[src/rtl/lfm_pkg.sv]
package lfm_pkg;

  localparam int DUTY_W     = 14;
  localparam int SENS_W     = 5;
  localparam int LED_W      = 8;
  localparam int MODE_W     = 4;
  localparam int STEPS_W    = 16;
  localparam int PHASE_W    = STEPS_W + 1;
  localparam int CFG_IDX_W  = 2;
  localparam int CFG_DATA_W = 16;
  localparam int PROD_W     = DUTY_W + 5;
  localparam int QUOT_W     = PROD_W - 2;
  localparam int RECIP_W    = 16;
  localparam int RECIP_SH   = 18;

  localparam int TICK_DIVIDE_DEF = 2;

  // floor(y / 5) == (y * RECIP5) >> 18 holds for every y below 2**18
  localparam logic [RECIP_W-1:0] RECIP5 = RECIP_W'(52429);

  localparam logic [DUTY_W-1:0]  BASE_DUTY_RST = DUTY_W'(8000);
  localparam logic [STEPS_W-1:0] HOLD_RST      = STEPS_W'(1001);
  localparam logic [STEPS_W-1:0] BACKOFF_RST   = STEPS_W'(49000);

  localparam logic [SENS_W-1:0] PAT_RUN    = 5'h04;
  localparam logic [SENS_W-1:0] PAT_LRIGHT = 5'h06;
  localparam logic [SENS_W-1:0] PAT_RIGHT  = 5'h07;
  localparam logic [SENS_W-1:0] PAT_DRIGHT = 5'h03;
  localparam logic [SENS_W-1:0] PAT_LLEFT  = 5'h0c;
  localparam logic [SENS_W-1:0] PAT_LEFT   = 5'h1c;
  localparam logic [SENS_W-1:0] PAT_DLEFT  = 5'h18;

  localparam logic [LED_W-1:0] LED_RST    = 8'hff;
  localparam logic [LED_W-1:0] LED_IDLE   = 8'he0;
  localparam logic [LED_W-1:0] LED_COURSE = 8'he1;
  localparam logic [LED_W-1:0] LED_HARD   = 8'he2;
  localparam logic [LED_W-1:0] LED_TURN   = 8'hf0;
  localparam logic [LED_W-1:0] LED_LIGHT  = 8'hf2;
  localparam logic [LED_W-1:0] LED_RUN    = 8'hf3;

  localparam logic [MODE_W-1:0] MC_STOP    = 4'd0;
  localparam logic [MODE_W-1:0] MC_RUN     = 4'd1;
  localparam logic [MODE_W-1:0] MC_LRIGHT  = 4'd2;
  localparam logic [MODE_W-1:0] MC_RIGHT   = 4'd3;
  localparam logic [MODE_W-1:0] MC_DRIGHT  = 4'd4;
  localparam logic [MODE_W-1:0] MC_LLEFT   = 4'd5;
  localparam logic [MODE_W-1:0] MC_LEFT    = 4'd6;
  localparam logic [MODE_W-1:0] MC_DLEFT   = 4'd7;
  localparam logic [MODE_W-1:0] MC_COURSE  = 4'd8;

  typedef enum logic [CFG_IDX_W-1:0] {
    CFG_RIGHT_BASE = 2'd0,
    CFG_LEFT_BASE  = 2'd1,
    CFG_HOLD       = 2'd2,
    CFG_BACKOFF    = 2'd3
  } lfm_cfg_idx_t;

  typedef enum logic [8:0] {
    MD_STOP   = 9'b000000001,
    MD_RUN    = 9'b000000010,
    MD_LRIGHT = 9'b000000100,
    MD_RIGHT  = 9'b000001000,
    MD_DRIGHT = 9'b000010000,
    MD_LLEFT  = 9'b000100000,
    MD_LEFT   = 9'b001000000,
    MD_DLEFT  = 9'b010000000,
    MD_COURSE = 9'b100000000
  } lfm_mode_t;

  typedef struct packed {
    logic [DUTY_W-1:0] rf;
    logic [DUTY_W-1:0] rr;
    logic [DUTY_W-1:0] lf;
    logic [DUTY_W-1:0] lr;
  } lfm_duty_t;

  // Wheel speeds scaled from the base registers, plus course-out timing
  typedef struct packed {
    logic [DUTY_W-1:0]  r_full;
    logic [DUTY_W-1:0]  r_95;
    logic [DUTY_W-1:0]  r_50;
    logic [DUTY_W-1:0]  r_40;
    logic [DUTY_W-1:0]  r_35;
    logic [DUTY_W-1:0]  l_full;
    logic [DUTY_W-1:0]  l_95;
    logic [DUTY_W-1:0]  l_50;
    logic [DUTY_W-1:0]  l_40;
    logic [DUTY_W-1:0]  l_35;
    logic [STEPS_W-1:0] hold;
    logic [PHASE_W-1:0] total;
  } lfm_drv_t;

  typedef struct packed {
    logic [MODE_W-1:0] mode_code;
    logic              course_busy;
  } lfm_follow_st_t;

  // floor(base * k / 20): drop two bits, then divide by five by reciprocal
  function automatic logic [DUTY_W-1:0] scale20(input logic [DUTY_W-1:0] base,
                                                input logic [4:0] k);
    logic [PROD_W-1:0]          x;
    logic [QUOT_W-1:0]          y;
    logic [QUOT_W+RECIP_W-1:0]  p;
    x = PROD_W'(base) * PROD_W'(k);
    y = x[PROD_W-1:2];
    p = (QUOT_W+RECIP_W)'(y) * (QUOT_W+RECIP_W)'(RECIP5);
    return p[RECIP_SH +: DUTY_W];
  endfunction

  function automatic logic [MODE_W-1:0] mode_code(input lfm_mode_t m);
    logic [MODE_W-1:0] c;
    unique case (m)
      MD_RUN:    c = MC_RUN;
      MD_LRIGHT: c = MC_LRIGHT;
      MD_RIGHT:  c = MC_RIGHT;
      MD_DRIGHT: c = MC_DRIGHT;
      MD_LLEFT:  c = MC_LLEFT;
      MD_LEFT:   c = MC_LEFT;
      MD_DLEFT:  c = MC_DLEFT;
      MD_COURSE: c = MC_COURSE;
      default:   c = MC_STOP;
    endcase
    return c;
  endfunction

endpackage

[src/rtl/lfm_if.sv]
interface lfm_in_if;
  import lfm_pkg::*;

  logic              valid;
  logic              ready;
  logic [SENS_W-1:0] line_sensors;
  logic              button_level;
  logic              debounce_tick;

  modport source (output valid, output line_sensors, output button_level,
                  output debounce_tick, input ready);
  modport sink   (input valid, input line_sensors, input button_level,
                  input debounce_tick, output ready);
endinterface

interface lfm_out_if;
  import lfm_pkg::*;

  logic              valid;
  logic              ready;
  logic [DUTY_W-1:0] right_fwd_duty;
  logic [DUTY_W-1:0] right_rev_duty;
  logic [DUTY_W-1:0] left_fwd_duty;
  logic [DUTY_W-1:0] left_rev_duty;
  logic [LED_W-1:0]  led_code;
  logic              running;
  logic [MODE_W-1:0] mode_code;

  modport source (output valid, output right_fwd_duty, output right_rev_duty,
                  output left_fwd_duty, output left_rev_duty, output led_code,
                  output running, output mode_code, input ready);
  modport sink   (input valid, input right_fwd_duty, input right_rev_duty,
                  input left_fwd_duty, input left_rev_duty, input led_code,
                  input running, input mode_code, output ready);
endinterface

[src/rtl/lfm_scale.sv]
module lfm_scale (
  input  logic                          clk,
  input  logic [lfm_pkg::DUTY_W-1:0]    right_base,
  input  logic [lfm_pkg::DUTY_W-1:0]    left_base,
  input  logic [lfm_pkg::STEPS_W-1:0]   hold_steps,
  input  logic [lfm_pkg::STEPS_W-1:0]   backoff_steps,
  output lfm_pkg::lfm_drv_t             drv_r
);
  import lfm_pkg::*;

  lfm_drv_t drv_nxt;

  always_comb begin
    drv_nxt.r_full = right_base;
    drv_nxt.r_95   = scale20(right_base, 5'd19);
    drv_nxt.r_50   = right_base >> 1;
    drv_nxt.r_40   = scale20(right_base, 5'd8);
    drv_nxt.r_35   = scale20(right_base, 5'd7);
    drv_nxt.l_full = left_base;
    drv_nxt.l_95   = scale20(left_base, 5'd19);
    drv_nxt.l_50   = left_base >> 1;
    drv_nxt.l_40   = scale20(left_base, 5'd8);
    drv_nxt.l_35   = scale20(left_base, 5'd7);
    drv_nxt.hold   = hold_steps;
    drv_nxt.total  = PHASE_W'(hold_steps) + PHASE_W'(backoff_steps);
  end

  // The user must change settings only while idle (not enforced here), so the registered lag is never seen
  always_ff @(posedge clk) begin
    drv_r <= drv_nxt;
  end

endmodule

[src/rtl/lfm_button.sv]
module lfm_button #(
  parameter int TICK_DIVIDE = lfm_pkg::TICK_DIVIDE_DEF
) (
  input  logic clk,
  input  logic rst_n,
  input  logic step,
  input  logic button_level,
  input  logic debounce_tick,
  output logic run_nxt,
  output logic run_r
);
  import lfm_pkg::*;

  localparam int TP_W = (TICK_DIVIDE > 1) ? $clog2(TICK_DIVIDE) : 1;

  logic [TP_W-1:0] phase_r, phase_nxt;
  logic [2:0]      samp_r, samp_nxt;
  logic            stable_r, stable_nxt;
  logic            tick_last, sample, all_eq, rise;

  always_comb begin
    tick_last  = (phase_r == TP_W'(TICK_DIVIDE - 1));
    sample     = step && debounce_tick && tick_last;
    samp_nxt   = sample ? {samp_r[1:0], button_level} : samp_r;
    all_eq     = (samp_r[1] == samp_r[0]) && (samp_r[0] == button_level);
    stable_nxt = (sample && all_eq) ? button_level : stable_r;
    rise       = stable_nxt && !stable_r;
    run_nxt    = run_r ^ rise;
    phase_nxt  = phase_r;
    if (step && debounce_tick) begin
      phase_nxt = tick_last ? '0 : phase_r + 1'b1;
    end
  end

  always_ff @(posedge clk) begin
    if (!rst_n) begin
      phase_r  <= '0;
      samp_r   <= '0;
      stable_r <= 1'b0;
      run_r    <= 1'b0;
    end else begin
      phase_r  <= phase_nxt;
      samp_r   <= samp_nxt;
      stable_r <= stable_nxt;
      run_r    <= run_nxt;
    end
  end

endmodule

[src/rtl/lfm_follow.sv]
module lfm_follow (
  input  logic                         clk,
  input  logic                         rst_n,
  input  logic                         step,
  input  logic                         run_nxt,
  input  logic [lfm_pkg::SENS_W-1:0]   sens,
  input  lfm_pkg::lfm_drv_t            drv,
  output lfm_pkg::lfm_duty_t           duty_r,
  output logic [lfm_pkg::LED_W-1:0]    led_r,
  output lfm_pkg::lfm_follow_st_t      st
);
  import lfm_pkg::*;

  lfm_mode_t          mode_r, mode_nxt;
  lfm_duty_t          duty_nxt;
  logic [LED_W-1:0]   led_nxt;
  logic [PHASE_W-1:0] phase_r, phase_nxt, phase_inc;

  assign phase_inc      = phase_r + 1'b1;
  assign st.mode_code   = mode_code(mode_r);
  assign st.course_busy = (phase_r != '0);

  always_comb begin
    mode_nxt  = mode_r;
    duty_nxt  = duty_r;
    led_nxt   = led_r;
    phase_nxt = phase_r;
    if (!run_nxt) begin
      // motors off, mode frozen
      duty_nxt = '0;
    end else begin
      unique case (mode_r)
        MD_RUN: begin
          if (sens == PAT_RUN) begin
            duty_nxt = '{drv.r_full, '0, drv.l_full, '0};
            led_nxt  = LED_RUN;
          end else if (sens == PAT_LRIGHT) begin
            mode_nxt = MD_LRIGHT;
          end else if (sens == PAT_LLEFT) begin
            mode_nxt = MD_LLEFT;
          end
        end
        MD_LRIGHT: begin
          if (sens == PAT_LRIGHT) begin
            duty_nxt = '{drv.r_35, '0, drv.l_95, '0};
            led_nxt  = LED_LIGHT;
          end else if (sens == PAT_RIGHT) begin
            mode_nxt = MD_RIGHT;
          end else if (sens == PAT_RUN) begin
            mode_nxt = MD_RUN;
          end
        end
        MD_RIGHT: begin
          if (sens == PAT_RIGHT) begin
            duty_nxt = '{'0, '0, drv.l_50, '0};
            led_nxt  = LED_TURN;
          end else if (sens == PAT_LRIGHT) begin
            mode_nxt = MD_LRIGHT;
          end else if (sens == PAT_DRIGHT) begin
            mode_nxt = MD_DRIGHT;
          end else begin
            mode_nxt  = MD_COURSE;
            phase_nxt = '0;
          end
        end
        MD_DRIGHT: begin
          if (sens == PAT_DRIGHT) begin
            // inner wheel forward duty stays as it was
            duty_nxt.lr = '0;
            duty_nxt.rr = drv.r_40;
            duty_nxt.lf = drv.l_40;
            led_nxt     = LED_HARD;
          end else if (sens == PAT_RIGHT) begin
            mode_nxt = MD_RIGHT;
          end else begin
            mode_nxt  = MD_COURSE;
            phase_nxt = '0;
          end
        end
        MD_LLEFT: begin
          if (sens == PAT_LLEFT) begin
            duty_nxt = '{drv.r_95, '0, drv.l_35, '0};
            led_nxt  = LED_LIGHT;
          end else if (sens == PAT_LEFT) begin
            mode_nxt = MD_LEFT;
          end else if (sens == PAT_RUN) begin
            mode_nxt = MD_RUN;
          end
        end
        MD_LEFT: begin
          if (sens == PAT_LEFT) begin
            duty_nxt = '{drv.r_50, '0, '0, '0};
            led_nxt  = LED_TURN;
          end else if (sens == PAT_LLEFT) begin
            mode_nxt = MD_LLEFT;
          end else if (sens == PAT_DLEFT) begin
            mode_nxt = MD_DLEFT;
          end else begin
            mode_nxt  = MD_COURSE;
            phase_nxt = '0;
          end
        end
        MD_DLEFT: begin
          if (sens == PAT_DLEFT) begin
            duty_nxt.rr = '0;
            duty_nxt.rf = drv.r_40;
            duty_nxt.lr = drv.l_40;
            led_nxt     = LED_HARD;
          end else if (sens == PAT_LEFT) begin
            mode_nxt = MD_LEFT;
          end else begin
            mode_nxt  = MD_COURSE;
            phase_nxt = '0;
          end
        end
        MD_COURSE: begin
          led_nxt = LED_COURSE;
          // hold first, then back off at half speed
          if (phase_r >= PHASE_W'(drv.hold) && phase_r < drv.total) begin
            duty_nxt = '{'0, drv.r_50, '0, drv.l_50};
          end
          phase_nxt = phase_inc;
          if (phase_inc >= drv.total) begin
            mode_nxt  = MD_STOP;
            phase_nxt = '0;
          end
        end
        default: begin
          // stopped: wait for the center pattern
          if (sens == PAT_RUN) begin
            mode_nxt = MD_RUN;
          end else begin
            mode_nxt  = MD_STOP;
            led_nxt   = LED_IDLE;
            duty_nxt  = '0;
            phase_nxt = '0;
          end
        end
      endcase
    end
  end

  always_ff @(posedge clk) begin
    if (!rst_n) begin
      mode_r  <= MD_STOP;
      phase_r <= '0;
      duty_r  <= '{DUTY_W'(1), DUTY_W'(1), DUTY_W'(1), DUTY_W'(1)};
      led_r   <= LED_RST;
    end else if (step) begin
      mode_r  <= mode_nxt;
      phase_r <= phase_nxt;
      duty_r  <= duty_nxt;
      led_r   <= led_nxt;
    end
  end

endmodule

[src/rtl/line_follower_motor_fsm.sv]
// Throughput: one word per cycle while the output is not stalled; the control
// step is a single registered pass from the input register through the mode FSM
// into the state/result registers.
// Reset (synchronous, rst_n low): mode stop, duties 1, LED 0xff, motors off,
// settings back to defaults; input is not taken while reset is held.
module line_follower_motor_fsm #(
  parameter int TICK_DIVIDE = lfm_pkg::TICK_DIVIDE_DEF
) (
  input  logic                            clk,
  input  logic                            rst_n,
  lfm_in_if.sink                          in_if,
  lfm_out_if.source                       out_if,
  input  logic                            cfg_we,
  input  logic [lfm_pkg::CFG_IDX_W-1:0]   cfg_idx,
  input  logic [lfm_pkg::CFG_DATA_W-1:0]  cfg_data
);
  import lfm_pkg::*;

  logic [DUTY_W-1:0]  right_base_r, left_base_r;
  logic [STEPS_W-1:0] hold_r, backoff_r;

  logic              in_vld_r, out_vld_r, advance;
  logic [SENS_W-1:0] sens_r;
  logic              level_r, tick_r;
  logic              run_nxt, run_r;

  lfm_drv_t       drv;
  lfm_duty_t      duty;
  logic [LED_W-1:0] led;
  lfm_follow_st_t st;

  always_ff @(posedge clk) begin
    if (!rst_n) begin
      right_base_r <= BASE_DUTY_RST;
      left_base_r  <= BASE_DUTY_RST;
      hold_r       <= HOLD_RST;
      backoff_r    <= BACKOFF_RST;
    end else if (cfg_we) begin
      unique case (lfm_cfg_idx_t'(cfg_idx))
        CFG_RIGHT_BASE: right_base_r <= cfg_data[DUTY_W-1:0];
        CFG_LEFT_BASE:  left_base_r  <= cfg_data[DUTY_W-1:0];
        CFG_HOLD:       hold_r       <= cfg_data[STEPS_W-1:0];
        CFG_BACKOFF:    backoff_r    <= cfg_data[STEPS_W-1:0];
        default:        ;
      endcase
    end
  end

  // advance the held word when the result slot is free or being drained
  assign advance     = in_vld_r && (!out_vld_r || out_if.ready);
  assign in_if.ready = rst_n && (!in_vld_r || advance);

  always_ff @(posedge clk) begin
    if (!rst_n) begin
      in_vld_r  <= 1'b0;
      out_vld_r <= 1'b0;
    end else begin
      if (in_if.valid && in_if.ready) begin
        in_vld_r <= 1'b1;
      end else if (advance) begin
        in_vld_r <= 1'b0;
      end
      if (advance) begin
        out_vld_r <= 1'b1;
      end else if (out_if.ready) begin
        out_vld_r <= 1'b0;
      end
    end
  end

  always_ff @(posedge clk) begin
    if (in_if.valid && in_if.ready) begin
      sens_r  <= in_if.line_sensors;
      level_r <= in_if.button_level;
      tick_r  <= in_if.debounce_tick;
    end
  end

  lfm_scale u_scale (
    .clk           (clk),
    .right_base    (right_base_r),
    .left_base     (left_base_r),
    .hold_steps    (hold_r),
    .backoff_steps (backoff_r),
    .drv_r         (drv)
  );

  lfm_button #(
    .TICK_DIVIDE (TICK_DIVIDE)
  ) u_button (
    .clk           (clk),
    .rst_n         (rst_n),
    .step          (advance),
    .button_level  (level_r),
    .debounce_tick (tick_r),
    .run_nxt       (run_nxt),
    .run_r         (run_r)
  );

  lfm_follow u_follow (
    .clk     (clk),
    .rst_n   (rst_n),
    .step    (advance),
    .run_nxt (run_nxt),
    .sens    (sens_r),
    .drv     (drv),
    .duty_r  (duty),
    .led_r   (led),
    .st      (st)
  );

  // the state registers double as the result register
  assign out_if.valid          = out_vld_r;
  assign out_if.right_fwd_duty = duty.rf;
  assign out_if.right_rev_duty = duty.rr;
  assign out_if.left_fwd_duty  = duty.lf;
  assign out_if.left_rev_duty  = duty.lr;
  assign out_if.led_code       = led;
  assign out_if.running        = run_r;
  assign out_if.mode_code      = st.mode_code;

  a_off_no_drive: assert property (@(posedge clk) disable iff (!rst_n)
    (out_vld_r && !run_r) |-> (duty == '0))
    else $error("duty nonzero while motors disabled");

  a_phase_course: assert property (@(posedge clk) disable iff (!rst_n)
    st.course_busy |-> (st.mode_code == MC_COURSE))
    else $error("course-out phase counting outside course-out");

  a_run_on_step: assert property (@(posedge clk) disable iff (!rst_n)
    !advance |=> $stable(run_r))
    else $error("run enable changed without a step");

endmodule

[src/flat_wrapper.sv]
// flat-port wrapper written by rule: the top's interface ports become plain ports
module line_follower_motor_fsm_flat import lfm_pkg::*;
#(
  parameter int TICK_DIVIDE = lfm_pkg::TICK_DIVIDE_DEF
)
  (clk, rst_n, cfg_we, cfg_idx, cfg_data, in_if_valid, in_if_line_sensors, in_if_button_level, in_if_debounce_tick, in_if_ready, out_if_valid, out_if_right_fwd_duty, out_if_right_rev_duty, out_if_left_fwd_duty, out_if_left_rev_duty, out_if_led_code, out_if_running, out_if_mode_code, out_if_ready);
  lfm_in_if in_if_i ();
  lfm_out_if out_if_i ();
  input  logic clk;
  input  logic rst_n;
  input  logic cfg_we;
  input  logic [lfm_pkg::CFG_IDX_W-1:0] cfg_idx;
  input  logic [lfm_pkg::CFG_DATA_W-1:0] cfg_data;
  input wire logic [$bits(in_if_i.valid)-1:0] in_if_valid;
  input wire logic [$bits(in_if_i.line_sensors)-1:0] in_if_line_sensors;
  input wire logic [$bits(in_if_i.button_level)-1:0] in_if_button_level;
  input wire logic [$bits(in_if_i.debounce_tick)-1:0] in_if_debounce_tick;
  output wire logic [$bits(in_if_i.ready)-1:0] in_if_ready;
  output wire logic [$bits(out_if_i.valid)-1:0] out_if_valid;
  output wire logic [$bits(out_if_i.right_fwd_duty)-1:0] out_if_right_fwd_duty;
  output wire logic [$bits(out_if_i.right_rev_duty)-1:0] out_if_right_rev_duty;
  output wire logic [$bits(out_if_i.left_fwd_duty)-1:0] out_if_left_fwd_duty;
  output wire logic [$bits(out_if_i.left_rev_duty)-1:0] out_if_left_rev_duty;
  output wire logic [$bits(out_if_i.led_code)-1:0] out_if_led_code;
  output wire logic [$bits(out_if_i.running)-1:0] out_if_running;
  output wire logic [$bits(out_if_i.mode_code)-1:0] out_if_mode_code;
  input wire logic [$bits(out_if_i.ready)-1:0] out_if_ready;
  assign in_if_i.valid = in_if_valid;
  assign in_if_i.line_sensors = in_if_line_sensors;
  assign in_if_i.button_level = in_if_button_level;
  assign in_if_i.debounce_tick = in_if_debounce_tick;
  assign in_if_ready = in_if_i.ready;
  assign out_if_valid = out_if_i.valid;
  assign out_if_right_fwd_duty = out_if_i.right_fwd_duty;
  assign out_if_right_rev_duty = out_if_i.right_rev_duty;
  assign out_if_left_fwd_duty = out_if_i.left_fwd_duty;
  assign out_if_left_rev_duty = out_if_i.left_rev_duty;
  assign out_if_led_code = out_if_i.led_code;
  assign out_if_running = out_if_i.running;
  assign out_if_mode_code = out_if_i.mode_code;
  assign out_if_i.ready = out_if_ready;
  line_follower_motor_fsm #(.TICK_DIVIDE(TICK_DIVIDE)) u_core (.clk(clk), .rst_n(rst_n), .in_if(in_if_i), .out_if(out_if_i), .cfg_we(cfg_we), .cfg_idx(cfg_idx), .cfg_data(cfg_data));
endmodule
[config.mk]
export PLATFORM = sky130hd
export DESIGN_NAME = line_follower_motor_fsm_flat
export DESIGN_NICKNAME = d
export VERILOG_FILES = /design/src/rtl/lfm_pkg.sv /design/src/rtl/lfm_if.sv /design/src/rtl/lfm_scale.sv /design/src/rtl/lfm_button.sv /design/src/rtl/lfm_follow.sv /design/src/rtl/line_follower_motor_fsm.sv /design/src/flat_wrapper.sv
export SDC_FILE = /design/constraint.sdc
export NUM_CORES = 2
export LEC_CHECK = 0
export ABC_AREA = 1
export BUFFER_PORTS_ARGS = -buffer_cell sky130_fd_sc_hd__buf_2
export CAP_MARGIN = 20
export CORE_ASPECT_RATIO = 0.6
export CORE_MARGIN = 8
export CORE_UTILIZATION = 55
export CTS_CLUSTER_SIZE = 24
export DETAILED_ROUTE_END_ITERATION = 6
export PLACE_DENSITY = 0.68
export REMOVE_ABC_BUFFERS = 1
export SLEW_MARGIN = 10
export SYNTH_ARGS = -nofsm -noshare
export SYNTH_HDL_FRONTEND = slang
export SYNTH_SLANG_ARGS = --single-unit
[constraint.sdc]
create_clock -name clk -period 13.9 [get_ports clk]
set_clock_uncertainty 0.2 [all_clocks]
set_input_delay 0.695 -clock clk [delete_from_list [all_inputs] [get_ports clk]]
set_output_delay 0.695 -clock clk [all_outputs]
set_load 0.02 [all_outputs]
==> out/results.txt <==
Status = finished clean
Synthesized cell area = 43100 um2
Crit path time final = 8.42 ns
Worst reg-to-reg path cell count = 30
Post-synthesis sequential area ratio = 14.0%
Detailed Place HPWL = 110000 um
Setup Viol. Count Final = 0
Crit path capture type = flip-flop
Distinct cells, synth = 60
CP Launch Point = u_core.right_base_r[5]$_SDFFE_PN0P_
Area of the core = 77600 um2
Data arrival time of the worst path = 8.67 ns
Slew Limit Fails = 0
Synth Flop Type = dfxtp_1
Vias in the first global route = 34400
R2r endpoint = u_core.u_scale.drv_r[153]$_DFF_P_
Num CTS Buffers = 36
Fin. Hold Viols = 0
CP most frequent cell = inv_1
TritonCTS clock tree = done
DRT Pass-1 Iters = 7
Fraction of registers with async set/reset = 0%
GP Congestion = 1.03
Max Fclk = 0.119 GHz
Hold Path Sink = u_core.sens_r[4]$_DFFE_PP_
Root Buffer = clkbuf_16
Slew margin rel. = 30.7%
Antenna diodes = 0
Unrepaired setup endpoints after global routing = no
Global-route wire length before repair = 199000 um
Worst Max-Slew Pin Slew = 1.04 ns
H-Tree Level Count = 2
Port buffer count = 95
CP max-delay cell = dfxtp_1
Synth Instances = 5482
GRT Total Usage = 28.8%
DRT antenna net count = 0
YS warnings = 0
Post-CTS Repair Setup Buffers = 0
Clock sinks = 299
Critical Path RT = 14.15 ns
Clock Path Buffers = 3
Largest net degree at the start of global routing = 55
Dominant cell type by area after synthesis = ha_1
R2R Path Start = u_core.right_base_r[5]$_SDFFE_PN0P_
Largest fanout on the critical path = 13
Die area = 88000 um2
Die Height = 233 um
Worst skew pair latency = 0.58 ns
Top post-synthesis cells by area = ha_1 (24%), fa_1 (20%), dfxtp_1 (14%), inv_1 (11%), nand2_1 (7.9%)
Max cap viols = 0
Die Width = 378 um
HP Class = input pin to flip-flop
Via density = 5.47
DR vias = 36300
Grt ovf = 0
CTS clk-pin slew, worst paths = 0.07 ns
Initial cell density of the core = 55.6%
Rows = 79
Post-Syn Area per Cell = 7.87 um2
Worst hold start = in_if_line_sensors[4]
Fraction of layout cells with a size suffix above 1 = 4.21%
Register bit total from synthesis = 299
Syn-to-layout area delta = 6.43%
Reg2Reg Setup Slack = 5.48 ns
TNS Setup = 0 ns
Final WL = 128000 um
Synth top area share = 24.4%
Hold depth = 1
CTS resizes = 0
IO Pins = 101
Crit Path Class = flip-flop to flip-flop
Nets = 6866
Starting DRT DRC Count = 3537
CTS hold repair buffers = 0
DRC viols = 0
Final worst path period share = 60.6%
Initial antenna violation count = 1
CP peak stage delay = 0.77 ns
Post-detailed-route wirelength per cell = 19.3 um
Startpoint Class = flip-flop
Post-synth EDFFs = 7
logic make-up after synthesis:
kind of cell	count (synthesis)	share of synthesized area [%]
AO/OA/AOI/OAI	732	9.66
XOR/XNOR	165	3.38
adder cells (fa/ha/maj)	1279	44.7
buffers and inverters	1352	12.0
flip-flops	299	14.0
other	2	0.0174
AND/OR/NAND/NOR	1653	16.2
state kept, by name (all words and copies together) (netlist names):
signal and flops:
u_core.tick_r 1, u_core.level_r 1, u_core.u_follow.mode_r 9, u_core.left_base_r 14
u_core.u_follow.duty_r 54, u_core.hold_r 16, u_core.u_follow.led_r 4, u_core.right_base_r 14
u_core.u_button.stable_r 1, u_core.in_vld_r 1, u_core.u_button.samp_r 2, u_core.out_if.valid 1
u_core.sens_r 5, u_core.u_scale.drv_r 141, u_core.u_button.run_r 1, u_core.u_follow.phase_r 17
u_core.u_button.phase_r 1, u_core.backoff_r 16
per-layer routing:
layer / wire length [um] / global-route usage, %
met1: 64100 / 46.0
met2: 47300 / 37.6
met3: 15700 / 9.58
met4: 1060 / 2.91
met5: 117 / 0.832
cells in the mapped netlist (4+ instances only):
cell type  instances
a211oi_1          10
a21boi_0           7
a21o_1            47
a21oi_1          324
a221oi_1          18
a31oi_1           18
buf_1              5
buf_2             11
buf_4              8
buf_6              8
clkbuf_1          45
clkinv_1           4
dfxtp_1          292
edfxtp_1           7
fa_1             439
ha_1             840
inv_1           1258
inv_2             10
nand2_1          906
nand2_2            9
nand3_1          231
nand3_2            5
nand3b_1           9
nand4_1           48
nor2_1           330
nor2_2            13
nor3_1            68
nor3b_1            4
nor4_1             8
o2111ai_1          6
o211ai_1          26
o21a_1             9
o21ai_0          204
o21ai_1            4
o21bai_1          23
o22ai_1           23
o31ai_1            4
or2_2              8
xnor2_1           36
xor2_1           127
placed cells by master (no fill, tap or decap), types with 10 or more instances in the layout:
master and n:
a21oi_1 324, nand2_1 906, nand4_1 48, fa_1 439, inv_2 10, xnor2_1 36
inv_1 1258, a31oi_1 18, dfxtp_1 292, nor3_1 66, clkbuf_16 37, o22ai_1 23
nor2_2 13, o211ai_1 26, xor2_1 127, buf_4 17, buf_2 94, a211oi_1 10
a221oi_1 18, a21o_1 47, nand3_1 230, nor2_1 330, ha_1 840, o21ai_0 204
o21bai_1 23
worst max-delay path by stage:
stage,end,cells past startpoint
final,u_core.u_scale.drv_r[153]$_DFF_P_,30
after global routing,u_core.u_scale.drv_r[154]$_DFF_P_,31
after CTS,u_core.u_scale.drv_r[153]$_DFF_P_,30
after detailed placement,u_core.u_scale.drv_r[153]$_DFF_P_,30
after global placement,u_core.u_scale.drv_r[158]$_DFF_P_,31
after floorplan,u_core.u_scale.drv_r[158]$_DFF_P_,31
metrics by stage:
stage / util [%] / instances / hold slack [ns] / instance area (um2) / worst slack, ns
after floorplan: - / 5408 / 0.150 / 42800 / 6.43
after global placement: 57.6 / 6572 / 0.136 / 44700 / 5.75
after detailed placement: 57.6 / 6572 / 0.138 / 44700 / 5.59
after CTS: 59.2 / 6636 / 0.0859 / 45900 / 5.53
after global routing: 59.2 / 6636 / 0.0987 / 45900 / 4.95
final: 59.2 / 6636 / 0.108 / 45900 / 5.48
worst max-delay path, delay by kind of cell (launching register included):
kind	cells	cell delay [ns]
AOI/OAI and AO/OA	6	1.44
xor gates and xnor gates	1	0.59
adders and majority gates	10	4.25
buffers and inverters	8	0.42
DFF	1	0.77
and+or+nand+nor	5	0.63
cell type report:
| cell class | instances | area, um2 |
|---|---|---|
| multi-input cells | 3834 | 31900 |
| fillers | 7215 | 31700 |
| flip-flops and latches | 299 | 6060 |
| inverters | 1275 | 4790 |
| well taps | 1053 | 1320 |
| clock buffers | 45 | 996 |
| repair buffers | 111 | 598 |
| clock inverters | 19 | 230 |
Power is not shown: default switching activity piles up to over one toggle a cycle in this logic, so the estimate is an artifact.
